### src/sv/wgm_pkg.sv
// Shared types, constants and helpers of the wildcard glob matcher.
package wgm_pkg;

  localparam int MAX_PATTERN_DEFAULT = 16;
  localparam int PATTERN_REG_BYTES   = 16;
  localparam int QUEUE_DEPTH         = 2;
  localparam int CFG_DATA_W          = 64;
  localparam int CFG_IDX_W           = 2;
  localparam int LEN_REG_W           = 5;

  localparam logic [7:0] STAR_CHAR  = 8'h2A;
  localparam logic [7:0] QMARK_CHAR = 8'h3F;

  typedef enum logic [CFG_IDX_W-1:0] {
    REG_CHARS_LOW  = 2'd0,
    REG_CHARS_HIGH = 2'd1,
    REG_LENGTH     = 2'd2
  } wgm_reg_e;

  typedef struct packed {
    logic [7:0] text_char;
    logic       char_present;
    logic       end_of_text;
  } wgm_text_t;

  typedef struct packed {
    logic matched;
  } wgm_result_t;

  typedef struct packed {
    logic char_present;
    logic end_of_text;
  } wgm_flags_t;

  function automatic logic [7:0] fold_case(input logic [7:0] c);
    logic [7:0] r;
    r = c;
    if (c >= 8'h61 && c <= 8'h7A) begin
      r = c - 8'h20;
    end
    return r;
  endfunction

endpackage

### src/sv/wgm_fifo.sv
// Small register queue between the classifying front and the automaton back end.
module wgm_fifo
  import wgm_pkg::*;
#(
  parameter int Width = 8,
  parameter int Depth = QUEUE_DEPTH
) (
  input  logic             clk_i,
  input  logic             rst_ni,
  input  logic             push_i,
  input  logic [Width-1:0] wdata_i,
  input  logic             pop_i,
  output logic [Width-1:0] rdata_o,
  output logic             full_o,
  output logic             empty_o
);
  localparam int PtrW = (Depth > 1) ? $clog2(Depth) : 1;
  localparam int CntW = $clog2(Depth + 1);

  logic [Width-1:0] mem_q [Depth];
  logic [PtrW-1:0]  wptr_q, wptr_d, rptr_q, rptr_d;
  logic [CntW-1:0]  cnt_q, cnt_d;

  assign full_o  = (cnt_q == CntW'(Depth));
  assign empty_o = (cnt_q == '0);
  assign rdata_o = mem_q[rptr_q];

  always_comb begin
    wptr_d = wptr_q;
    rptr_d = rptr_q;
    cnt_d  = cnt_q;
    if (push_i) begin
      wptr_d = (wptr_q == PtrW'(Depth - 1)) ? '0 : wptr_q + 1'b1;
    end
    if (pop_i) begin
      rptr_d = (rptr_q == PtrW'(Depth - 1)) ? '0 : rptr_q + 1'b1;
    end
    if (push_i && !pop_i) begin
      cnt_d = cnt_q + 1'b1;
    end else if (pop_i && !push_i) begin
      cnt_d = cnt_q - 1'b1;
    end
  end

  always_ff @(posedge clk_i or negedge rst_ni) begin
    if (!rst_ni) begin
      wptr_q <= '0;
      rptr_q <= '0;
      cnt_q  <= '0;
    end else begin
      wptr_q <= wptr_d;
      rptr_q <= rptr_d;
      cnt_q  <= cnt_d;
    end
  end

  always_ff @(posedge clk_i) begin
    if (push_i) begin
      mem_q[wptr_q] <= wdata_i;
    end
  end
endmodule

### config.mk
export PLATFORM = sky130hd
export DESIGN_NAME = wgm_fifo
export DESIGN_NICKNAME = d
export VERILOG_FILES = /design/src/sv/wgm_pkg.sv /design/src/sv/wgm_fifo.sv
export SDC_FILE = /design/constraint.sdc
export NUM_CORES = 1
export LEC_CHECK = 0
export ABC_AREA = 1
export BUFFER_PORTS_ARGS = -buffer_cell sky130_fd_sc_hd__clkbuf_2
export CAP_MARGIN = 20
export CORE_AREA = 3 3 43 55
export CTS_CLUSTER_DIAMETER = 80
export CTS_CLUSTER_SIZE = 30
export DETAILED_ROUTE_END_ITERATION = 16
export DIE_AREA = 0 0 46 58
export PLACE_DENSITY = 0.68
export RECOVER_POWER = 25
export SYNTH_ARGS = -nofsm -noshare
export SYNTH_HDL_FRONTEND = slang
export SYNTH_SLANG_ARGS = --single-unit
### constraint.sdc
create_clock -name clk_i -period 1 [get_ports clk_i]
set_input_delay 0 -clock clk_i [delete_from_list [all_inputs] [get_ports clk_i]]
set_output_delay 0 -clock clk_i [all_outputs]
set_load 0.05 [all_outputs]
; ---- Word-level counts from Yosys, hierarchy flattened
; Memories as Yosys holds them, arrays and structs flattened.
; Index checks and enable logic that the tools add are counted.
[totals]
in_bits = 12
ram_bits = 16
wordCells = 21
output_inout_bits = 10
memories = 1
reg_bits = 4
[classes]
n_reduce_logical = 6
n_addsub = 4
mux = 6
eq_ne = 1
[mem_list]
columns = memory, depth, width, rd, rd_ports_with_merged_regs, write_ports, line_no
row1 = mem_q, 2, 8, 1, 0, 1, wgm_fifo.sv:20  ; logic [Width-1:0] mem_q [Depth];
[ops]
columns = cell, n
row1 = 1-bit 2-to-1 mux, 4
row2 = 2-bit 2-to-1 mux, 2
row3 = "1-bit adder, second input constant", 2
row4 = "2-bit by 1-bit adder with 2-bit output, second input constant", 1
row5 = "2-bit == test, second input constant", 1
row6 = 1-bit logical AND, 2
row7 = 1-bit zero test, 2
row8 = 2-bit zero test, 1
row9 = 2-bit nonzero test, 1
row10 = "2-bit by 1-bit subtractor with 2-bit output, second input constant", 1

; ---- Depth between registers and ports, before layout
; Gate-level depths: netlist of run 1.
[depth]
depth_word = 4
mapped_depth = 7
ltp_nobuf = 7

; ---- Worst setup path before layout of run 1
; Ideal clock, no wire load.
[synth_timing]
path_type = register to register
from = register wptr_q
to = memory mem_q[0][0] (enable)
n_path_buf = 0
setup_time_ps = 370
stages_incl_launch_ff = 2
setup_slack_ps = -144
t_arrival_ps = 774
required_time_ps = 630
period_less_slack_ps = 1144
path_cell_list = dfrtp_1 > nor2_1
[synth_rtl]
columns = item, line_no
row1 = start: declaration, wgm_fifo.sv:21  ; logic [PtrW-1:0] wptr_q, wptr_d, rptr_q, rptr_d;
row2 = start signal: assignment, wgm_fifo.sv:51  ; wptr_q <= wptr_d;
row3 = end: declaration, wgm_fifo.sv:20
; Straight into the memory's write port.

; ---- Worst setup path in the final report of run 1
[layout_timing]
from = register rptr_q
to = output port rdata_o[7]
[layout_between]
elab_chain_cells = 1
[layout_lines]
columns = item, line_no
row1 = start: declaration, wgm_fifo.sv:21
row2 = start signal: assignment, wgm_fifo.sv:52  ; rptr_q <= rptr_d;
row3 = memory read 2 x 8 bit, -
row4 = end: declaration, wgm_fifo.sv:13  ; output logic [Width-1:0] rdata_o,
; Every way passes these cells.

==> impl_metrics.ini, run 1 <==
[status]
status = complete, but fails checks
violations = setup timing

[clock_tree]
cts_buffer_depth = 2
htreeDepth = 1
ctsRootBufferMaster = clkbuf_4
clk_pin_slew_ns = 0.11
cts_inserted_buffers = 3
clock_sinks = 20
tritoncts = built
clkLatencyLatePin_ns = 0.29

[logic_synthesis]
synth_top_area_share_pct = 58.7
ys_warn_count = 0
yosysSeqAreaShare_pct = 70.9
yosys.area.top_type = edfxtp_1
ys_seq_elements = 20
syn_nets = 63
yosys-top-cells-area = edfxtp_1, mux2_4, dfrtp_1, inv_1, nand2_1
synth_area_per_cell_um2 = 16.4
syn_inst = 50
syn_area_um2 = 818
synth.distinct_cells = 12

[flow_run]
cap_violations = 0

[timing]
finClkSkew_ns = 0.00490
slew_headroom_pct = 82.3
fmax_ghz = 0.746
rsz0062_at_grt = yes
slew_violations = 0
layout_worst_path_cycle_share_pct = 134
worst_slack_ns = -0.340
period_needed_ns = 1.34
worstMarginPinSlew_ns = 0.265
hold_viol = 0
setup_viol = 11

[min_path]
hold_class = in -> async

[route]
vias_per_cell = 4.73
via_count = 530
wl_um = 1460
drt-pass1-iter-count = 4
drt_iter0_markers = 4
wire_per_inst_um = 13.0
antenna_left = 0
drcViolationCount = 0

[place]
gp_congestion = 0.550
pre_cts_ws_ns = -0.225
hpwlAfterDp_um = 923
numPortBuffers = 21

[floorplanning]
ioPinCount = 22
die_h_um = 58
start_util_pct = 42.2
core_um2 = 1940
die_x_um = 46
dieArea_um2 = 2670
rows = 18

[layout]
final_cell_mix = edfxtp_1, dlygate4sd3_1, clkbuf_2
n_antenna_cell = 0
fillCellCount = 140
fin_nets = 106
layout_commonest_cell = edfxtp_1
syn2layout_area_growth_pct = 59.3
layout-drive-gt1-share_pct = 53.3

[critical_path]
start_kind = register
cp.arrival_ns = 1.34
critPathMaxFanout = 5
critPathKind = reg -> out
worstSetupEndpointType = output pin
reg2regPathDepth = 4
worstPathRequired_ns = 1.00

[power_and_ir_drop]
irDropWorstVdd_mv = 1.96
p_leak_nw = 0.570
power_density_nw_per_um2 = 3060
finalPower_w = 0.00398

[grt]
grt_pass1_vias = 543
grt_overflow = 0
grt_max_degree = 12
antenna_found_initial = 0
grt_first_pass_wirelength_um = 2230
grt_usage_pct = 11.6
==> Yosys cell counts <==
master,count
edfxtp_1,16
mux2_4,8
inv_1,7
nand2_1,5
dfrtp_1,4
nor2_1,3
xor2_1,2
buf_6,1
ha_1,1
nand3_1,1
nand4_1,1
xnor2_1,1
==> final timing paths <==
| kind | from | end | slack [ns] |
|---|---|---|---|
| worst max-delay path | rptr_q | rdata_o[7] | -0.34 |
| worst min-delay path | rst_ni | wptr_q | 0.06 |
| worst max register to register | rptr_q | rptr_q | -0.01 |
| worst min register to register | cnt_q[1] | cnt_q[1] | 0.60 |
| max in group asynchronous | rst_ni | rptr_q | 0.72 |
| min in group clk_i | pop_i | cnt_q[0] | 0.09 |
==> cells by family after synthesis <==
logic type,Yosys count,synth area share (%)
xor+xnor,3,3.21
fa+ha+maj,1,1.53
buf+inv,8,4.59
flops,20,70.9
mux,8,14.7
simple gates,10,5.05
==> registers in the layout, summed over array words and instances, names as in the netlist <==
signal	cells
wptr_q	1
mem_q	16
cnt_q	2
rptr_q	1
==> power by group <==
part / total [W] / internal, W / switching (W)
Sequential: 0.00128 / 0.00114 / 0.000145
Clock: 0.000379 / 0.000145 / 0.000234
Combinational: 0.00232 / 0.00116 / 0.00117
==> metal layers <==
layer	part of all wire (%)	up-vias	GRT usage, %
met5	0	-	0
met4	0.82	0	6.10
met3	4.9	2	2.17
met2	54	16	18.9
met1	40	255	14.1
li1	-	257	-
==> critical path, stage by stage (launching register included) <==
cell,delay [ns]
dfrtp_2,0.43
buf_6,0.14
mux2_4,0.30
clkbuf_16,0.17
==> through the flow <==
step                instance area, um^2  setup TNS, ns  util [%]  hold slack [ns]  cells
global route                       1300          -3.24      67.3           0.0582    112
detailed placement                  965          -2.33      49.8           -0.184     92
floorplan                           831              0         -           -0.296     50
CTS                                1240          -2.75      64.2           0.0189    110
finish                             1300          -2.66      67.3           0.0560    112
global placement                    965          -2.10      49.8           -0.186     92
==> cell type report <==
cell class	count	area, um^2	share of cell area (%)
multi-input combinational	22	238	18.2
tap	20	25.0	1.92
sequential	20	583	44.7
clock buffer	3	22.5	1.73
inverter	7	26.3	2.02
clock inverter	1	3.75	0.288
timing repair buffer	39	405	31.1
==> repair_timing <==
item                                    CTS  global route
endpoints found under the setup margin   27            19
endpoints found under the hold margin    22             0
resized for setup                        28            19
setup buffers                             3             2
hold buffers                             11             0
pin swaps                                 1             3
Power figures use the tool's default switching activity.
==> run 2, diff against run 1 <==
Settings changed: ABC_AREA 1 to unset, CORE_AREA 3 3 43 55 to 3 3 42 54, DIE_AREA 0 0 46 58 to 0 0 45 57.
==> run 2 against run 1 <==
The flow still finishes with violations (setup timing). Sequential power shrank 3%. Global-route usage up 0.34 points. Critical path depth is the same. Clock skew rose by 0.0040 ns. Synthesized cell count down 18%. Count of clock-buffer cells in the layout grew 1. Cell count shrank 6.3%. Power shrank 6.9%. Fmax up 2.8%.
==> impl_metrics.ini, run 2 <==
[route]
drt-pass1-iter-count = 2
drt_iter0_markers = 2
wire_per_inst_um = 12.5
antenna_left = 0
via_count = 462
vias_per_cell = 4.40
wl_um = 1310
drcViolationCount = 0

[clock_tree]
cts_inserted_buffers = 3
tritoncts = built
htreeDepth = 1
ctsRootBufferMaster = clkbuf_4
clk_pin_slew_ns = 0.10
clkLatencyLatePin_ns = 0.30
cts_buffer_depth = 2
clock_sinks = 20

[critical_path]
cpPeakStageDelay_ns = 0.38
critPathKind = reg -> out
cp.arrival_ns = 1.30
crit_buf_inv = 2
critPathMaxFanout = 4
reg2regPathDepth = 4
crit_cells = 3
crit_slowest_cell = dfrtp_2
path_cells = buf_6 -> mux2_2 -> buf_8
r2r_slack_ns = -0.03
worstSetupEndpointType = output pin
worstPathRequired_ns = 1.00
r2r-end = cnt_q[1]
r2r_start = cnt_q[0]
start_kind = register
critPathTopFamily = flip-flops

[timing]
layout_worst_path_cycle_share_pct = 130
slew_headroom_pct = 85.8
hold_viol = 0
slew_violations = 0
setup_viol = 10
finClkSkew_ns = 0.00888
worst_slack_ns = -0.303
fin_tns_setup_ns = -2.46
rsz0062_at_grt = yes
worstMarginPinSlew_ns = 0.213
period_needed_ns = 1.30
fmax_ghz = 0.767

[layout]
layout_commonest_cell = edfxtp_1
n_antenna_cell = 0
final_cell_mix = edfxtp_1, dlygate4sd3_1, buf_8
post-route-util_pct = 68.6
largest_registers = mem_q x16, cnt_q x2
syn2layout_area_growth_pct = 58.9
final_cells = 105
largest_reg_flops = 16
regMostFlops = mem_q
fin_nets = 100
layout-drive-gt1-share_pct = 52.3

[logic_synthesis]
synth_edf_count = 16
yosys-top-cells-area = edfxtp_1, dfrtp_1, mux2_2, xor2_1, ha_1
syn_nets = 54
synthArstFlopShare_pct = 20.0
ys_top_cells_by_count = edfxtp_1, mux2_2, dfrtp_1, xor2_1, nor2_1
synth.most_common_cell = edfxtp_1
synthFlopType = edfxtp_1
synth_area_per_cell_um2 = 18.8
synth.distinct_cells = 12
syn_inst = 41
syn_area_um2 = 771
yosys.area.top_type = edfxtp_1
ys_seq_elements = 20
synth_top_area_share_pct = 62.3
ys_warn_count = 0
yosysSeqAreaShare_pct = 75.3

[grt]
grt_overflow = 0
antenna_found_initial = 0
grt_max_degree = 12
grt_usage_pct = 12.0
grt_first_pass_wirelength_um = 2240
grt_pass1_vias = 529

[status]
status = complete, but fails checks
violations = setup timing

[power_and_ir_drop]
irDropWorstVdd_mv = 1.83
p_leak_nw = 0.508
power_density_nw_per_um2 = 3030

[floorplanning]
die_x_um = 45
rows = 17
die_h_um = 57
ioPinCount = 22
start_util_pct = 43.1
core_um2 = 1790
dieArea_um2 = 2570

[place]
placed_cells = 84
gp_congestion = 0.632
numPortBuffers = 21

[min_path]
hold_class = in -> async

[flow_run]
cap_violations = 0
==> run 2: final cells by class <==
class | count | area [um^2]
clock buffers | 4 | 26.3
fillers | 123 | 562
inverters | 1 | 3.75
multi-input cells | 19 | 183
flip-flops and latches | 20 | 582
well taps | 19 | 23.8
repair buffers | 42 | 407
==> run 2: what timing repair did <==
item / 4_1_cts / 5_1_grt
hold endpoints to repair: 22 / 0
setup endpoints to repair: 15 / 24
pin swaps: 0 / 3
resized for setup: 25 / 14
gates cloned: 0 / 0
hold buffers: 11 / 0
buffers inserted: 5 / 1
==> run 2: metrics by stage <==
step,hold slack [ns],setup slack (ns),total power (W),instance area (um^2)
6_report,0.0485,-0.303,0.00371,1220
2_1_floorplan,-0.296,-0.00124,0.00234,776
5_1_grt,0.0512,-0.350,0.00387,1220
4_1_cts,0.0286,-0.318,0.00354,1190
3_3_place_gp,-0.191,-0.181,0.00261,923
3_5_place_dp,-0.188,-0.192,0.00263,923
==> run 2: cells by family (layout without fill, tap and decap cells) <==
| group | Yosys count | in the layout | share of synthesized area, % |
|---|---|---|---|
| muxes | 8 | 8 | 11.7 |
| DFF | 20 | 20 | 75.3 |
| xor gates and xnor gates | 5 | 5 | 5.68 |
| adders and majority gates | 1 | 1 | 1.62 |
| and+or+nand+nor | 5 | 5 | 3.74 |
| buffers and inverters | 2 | 47 | 1.95 |
==> run 2: worst max path at each step <==
stage                      start           to
after floorplan           wptr_q  mem_q[0][0]
after global placement    rptr_q   rdata_o[2]
after detailed placement  rptr_q   rdata_o[3]
after CTS                 rptr_q   rdata_o[3]
after global routing      rptr_q   rdata_o[7]
final                     rptr_q   rdata_o[7]
==> run 2: power by group <==
part	total, W	internal [W]	switching (W)	leakage [nW]
sequential	0.00124	0.00113	0.000104	0.196
clock	0.000384	0.000155	0.000228	0.0150
combinational	0.00209	0.00102	0.00107	0.297
total	0.00371	0.00231	0.00140	0.508
==> run 2: layer usage <==
layer	GRT usage, %	up-vias	routed length [um]
li1	-	236	-
met1	13.8	208	491
met2	20.2	16	727
met3	2.21	2	75
met4	6.28	0	21
met5	0	-	0
==> run 3, diff against run 2 <==
Settings changed: PLACE_DENSITY 0.68 to unset, PLACE_DENSITY_LB_ADDON set to 0.1.
==> run 3 against run 2 <==
Sequential cell count unchanged. Sequential share of layout area decreased by 1.2 points. Clock power rose by 17%. First-iteration DRC count increased to 3.5 times the previous value. The flow still finishes with violations (setup timing). Global-route usage increased by 0.56 points. Wire length up 1.3%. Non-clock buffer count grew 1. Count of clock-buffer cells in the layout did not move. Critical path depth is the same. Highest routed layer is now met3. Core utilization is 1.8 points higher.
==> impl_metrics.ini, run 3 (synthesized netlist as in run 2, its figures left out) <==
[status]
status = complete, but fails checks
violations = setup timing

[timing]
worst_slack_ns = -0.315
fin_tns_setup_ns = -2.62
slew_headroom_pct = 83.0
layout_worst_path_cycle_share_pct = 131
rsz0062_at_grt = yes
worstMarginPinSlew_ns = 0.255
hold_slack_ns = 0.0776
slew_violations = 0
setup_viol = 11
hold_viol = 0
period_needed_ns = 1.31
finClkSkew_ns = 0.00318
fmax_ghz = 0.761

[clock_tree]
cts_inserted_buffers = 3
tritoncts = built
clkLatencyLatePin_ns = 0.29
clock_sinks = 20
cts_buffer_depth = 2
ctsRootBufferMaster = clkbuf_4
clk_pin_slew_ns = 0.11
htreeDepth = 1

[floorplanning]
core_um2 = 1790
start_util_pct = 43.1
ioPinCount = 22
die_h_um = 57
rows = 17
die_x_um = 45
dieArea_um2 = 2570

[layout]
n_antenna_cell = 0
fin_nets = 101
final_cell_area_um2 = 1260
layout_commonest_cell = edfxtp_1
largest_registers = mem_q x16, cnt_q x2
final_cell_mix = edfxtp_1, dlygate4sd3_1, buf_8
regMostFlops = mem_q
layout-drive-gt1-share_pct = 52.9
largest_reg_flops = 16
syn2layout_area_growth_pct = 63.0

[flow_run]
cap_violations = 0

[place]
postPlaceCellArea_um2 = 931
gp_congestion = 0.596
numPortBuffers = 21
hpwlAfterDp_um = 879

[power_and_ir_drop]
p_leak_nw = 0.533
irDropWorstVdd_mv = 1.60
power_density_nw_per_um2 = 3080
finalPower_w = 0.00387

[grt]
top_usage_layer = met2
met3_usage_pct = 1.89
antenna_found_initial = 0
grtUsageMet2_pct = 20.6
grt_overflow = 0
grt_util_met1_pct = 16.7
grt_max_degree = 12
grt_pass1_vias = 539
grt_usage_pct = 12.5
grt_first_pass_wirelength_um = 2370

[route]
via_count = 484
drt-pass1-iter-count = 4
drt_iter0_markers = 7
drcViolationCount = 0
vias_per_cell = 4.57
antenna_left = 0
wl_um = 1330
wire_per_inst_um = 12.6

[min_path]
hold_class = in -> async

[critical_path]
startpoint = rptr_q
critPathKind = reg -> out
reg2regPathDepth = 4
critPathMaxFanout = 5
worstPathRequired_ns = 1.00
cp.arrival_ns = 1.31
r2r-end = cnt_q[1]
r2r_start = cnt_q[0]
r2r_slack_ns = -0.03
start_kind = register
worstSetupEndpointType = output pin
[run 3: cell type report]
type                    count  area [um^2]
repair buffers             43          413
multi-input cells          19          198
inverters                   1         3.75
well taps                  19         23.8
fillers                   131          531
flip-flops and latches     20          582
clock buffers               4         36.3
[run 3: what timing repair did]
item                                    4_1_cts  5_1_grt
gates resized for setup                      24       19
endpoints found under the setup margin       11       27
endpoints found under the hold margin        22        0
pin swaps                                     1        2
hold buffers                                 11        0
setup buffers                                 3        3
[run 3: per-layer routing]
metal | vias up | part of all wire [%]
met5 | - | 0
met4 | 0 | 0
met3 | 0 | 4.1
met2 | 15 | 54
met1 | 227 | 42
li1 | 242 | -
[run 3: critical path, stage by stage (launching register included)]
cell and delay [ns]:
dfrtp_2 0.43, buf_6 0.14, mux2_4 0.31, buf_8 0.15
[run 3: per-stage QoR]
stage / setup slack [ns] / instances / utilization, %
floorplan: -0.00124 / 41 / -
global placement: -0.158 / 85 / 52.1
detailed placement: -0.180 / 85 / 52.1
CTS: -0.330 / 103 / 66.7
global route: -0.384 / 106 / 70.3
finish: -0.315 / 106 / 70.3
[run 3: power breakdown]
| group | leakage (nW) | switching [W] | internal [W] |
|---|---|---|---|
| logic | 0.316 | 0.00109 | 0.00108 |
| clock network | 0.0210 | 0.000230 | 0.000222 |
| registers | 0.196 | 0.000108 | 0.00113 |
| total | 0.533 | 0.00143 | 0.00244 |
[run 3: worst max path at each step]
stage / endpoint / slack (ns) / cells past startpoint
3_3_place_gp: rdata_o[2] / -0.16 / 2
4_1_cts: rdata_o[3] / -0.33 / 3
2_1_floorplan: mem_q[0][0] / -0.001 / 1
5_1_grt: rdata_o[0] / -0.38 / 3
6_report: rdata_o[2] / -0.31 / 3
3_5_place_dp: rdata_o[2] / -0.18 / 2
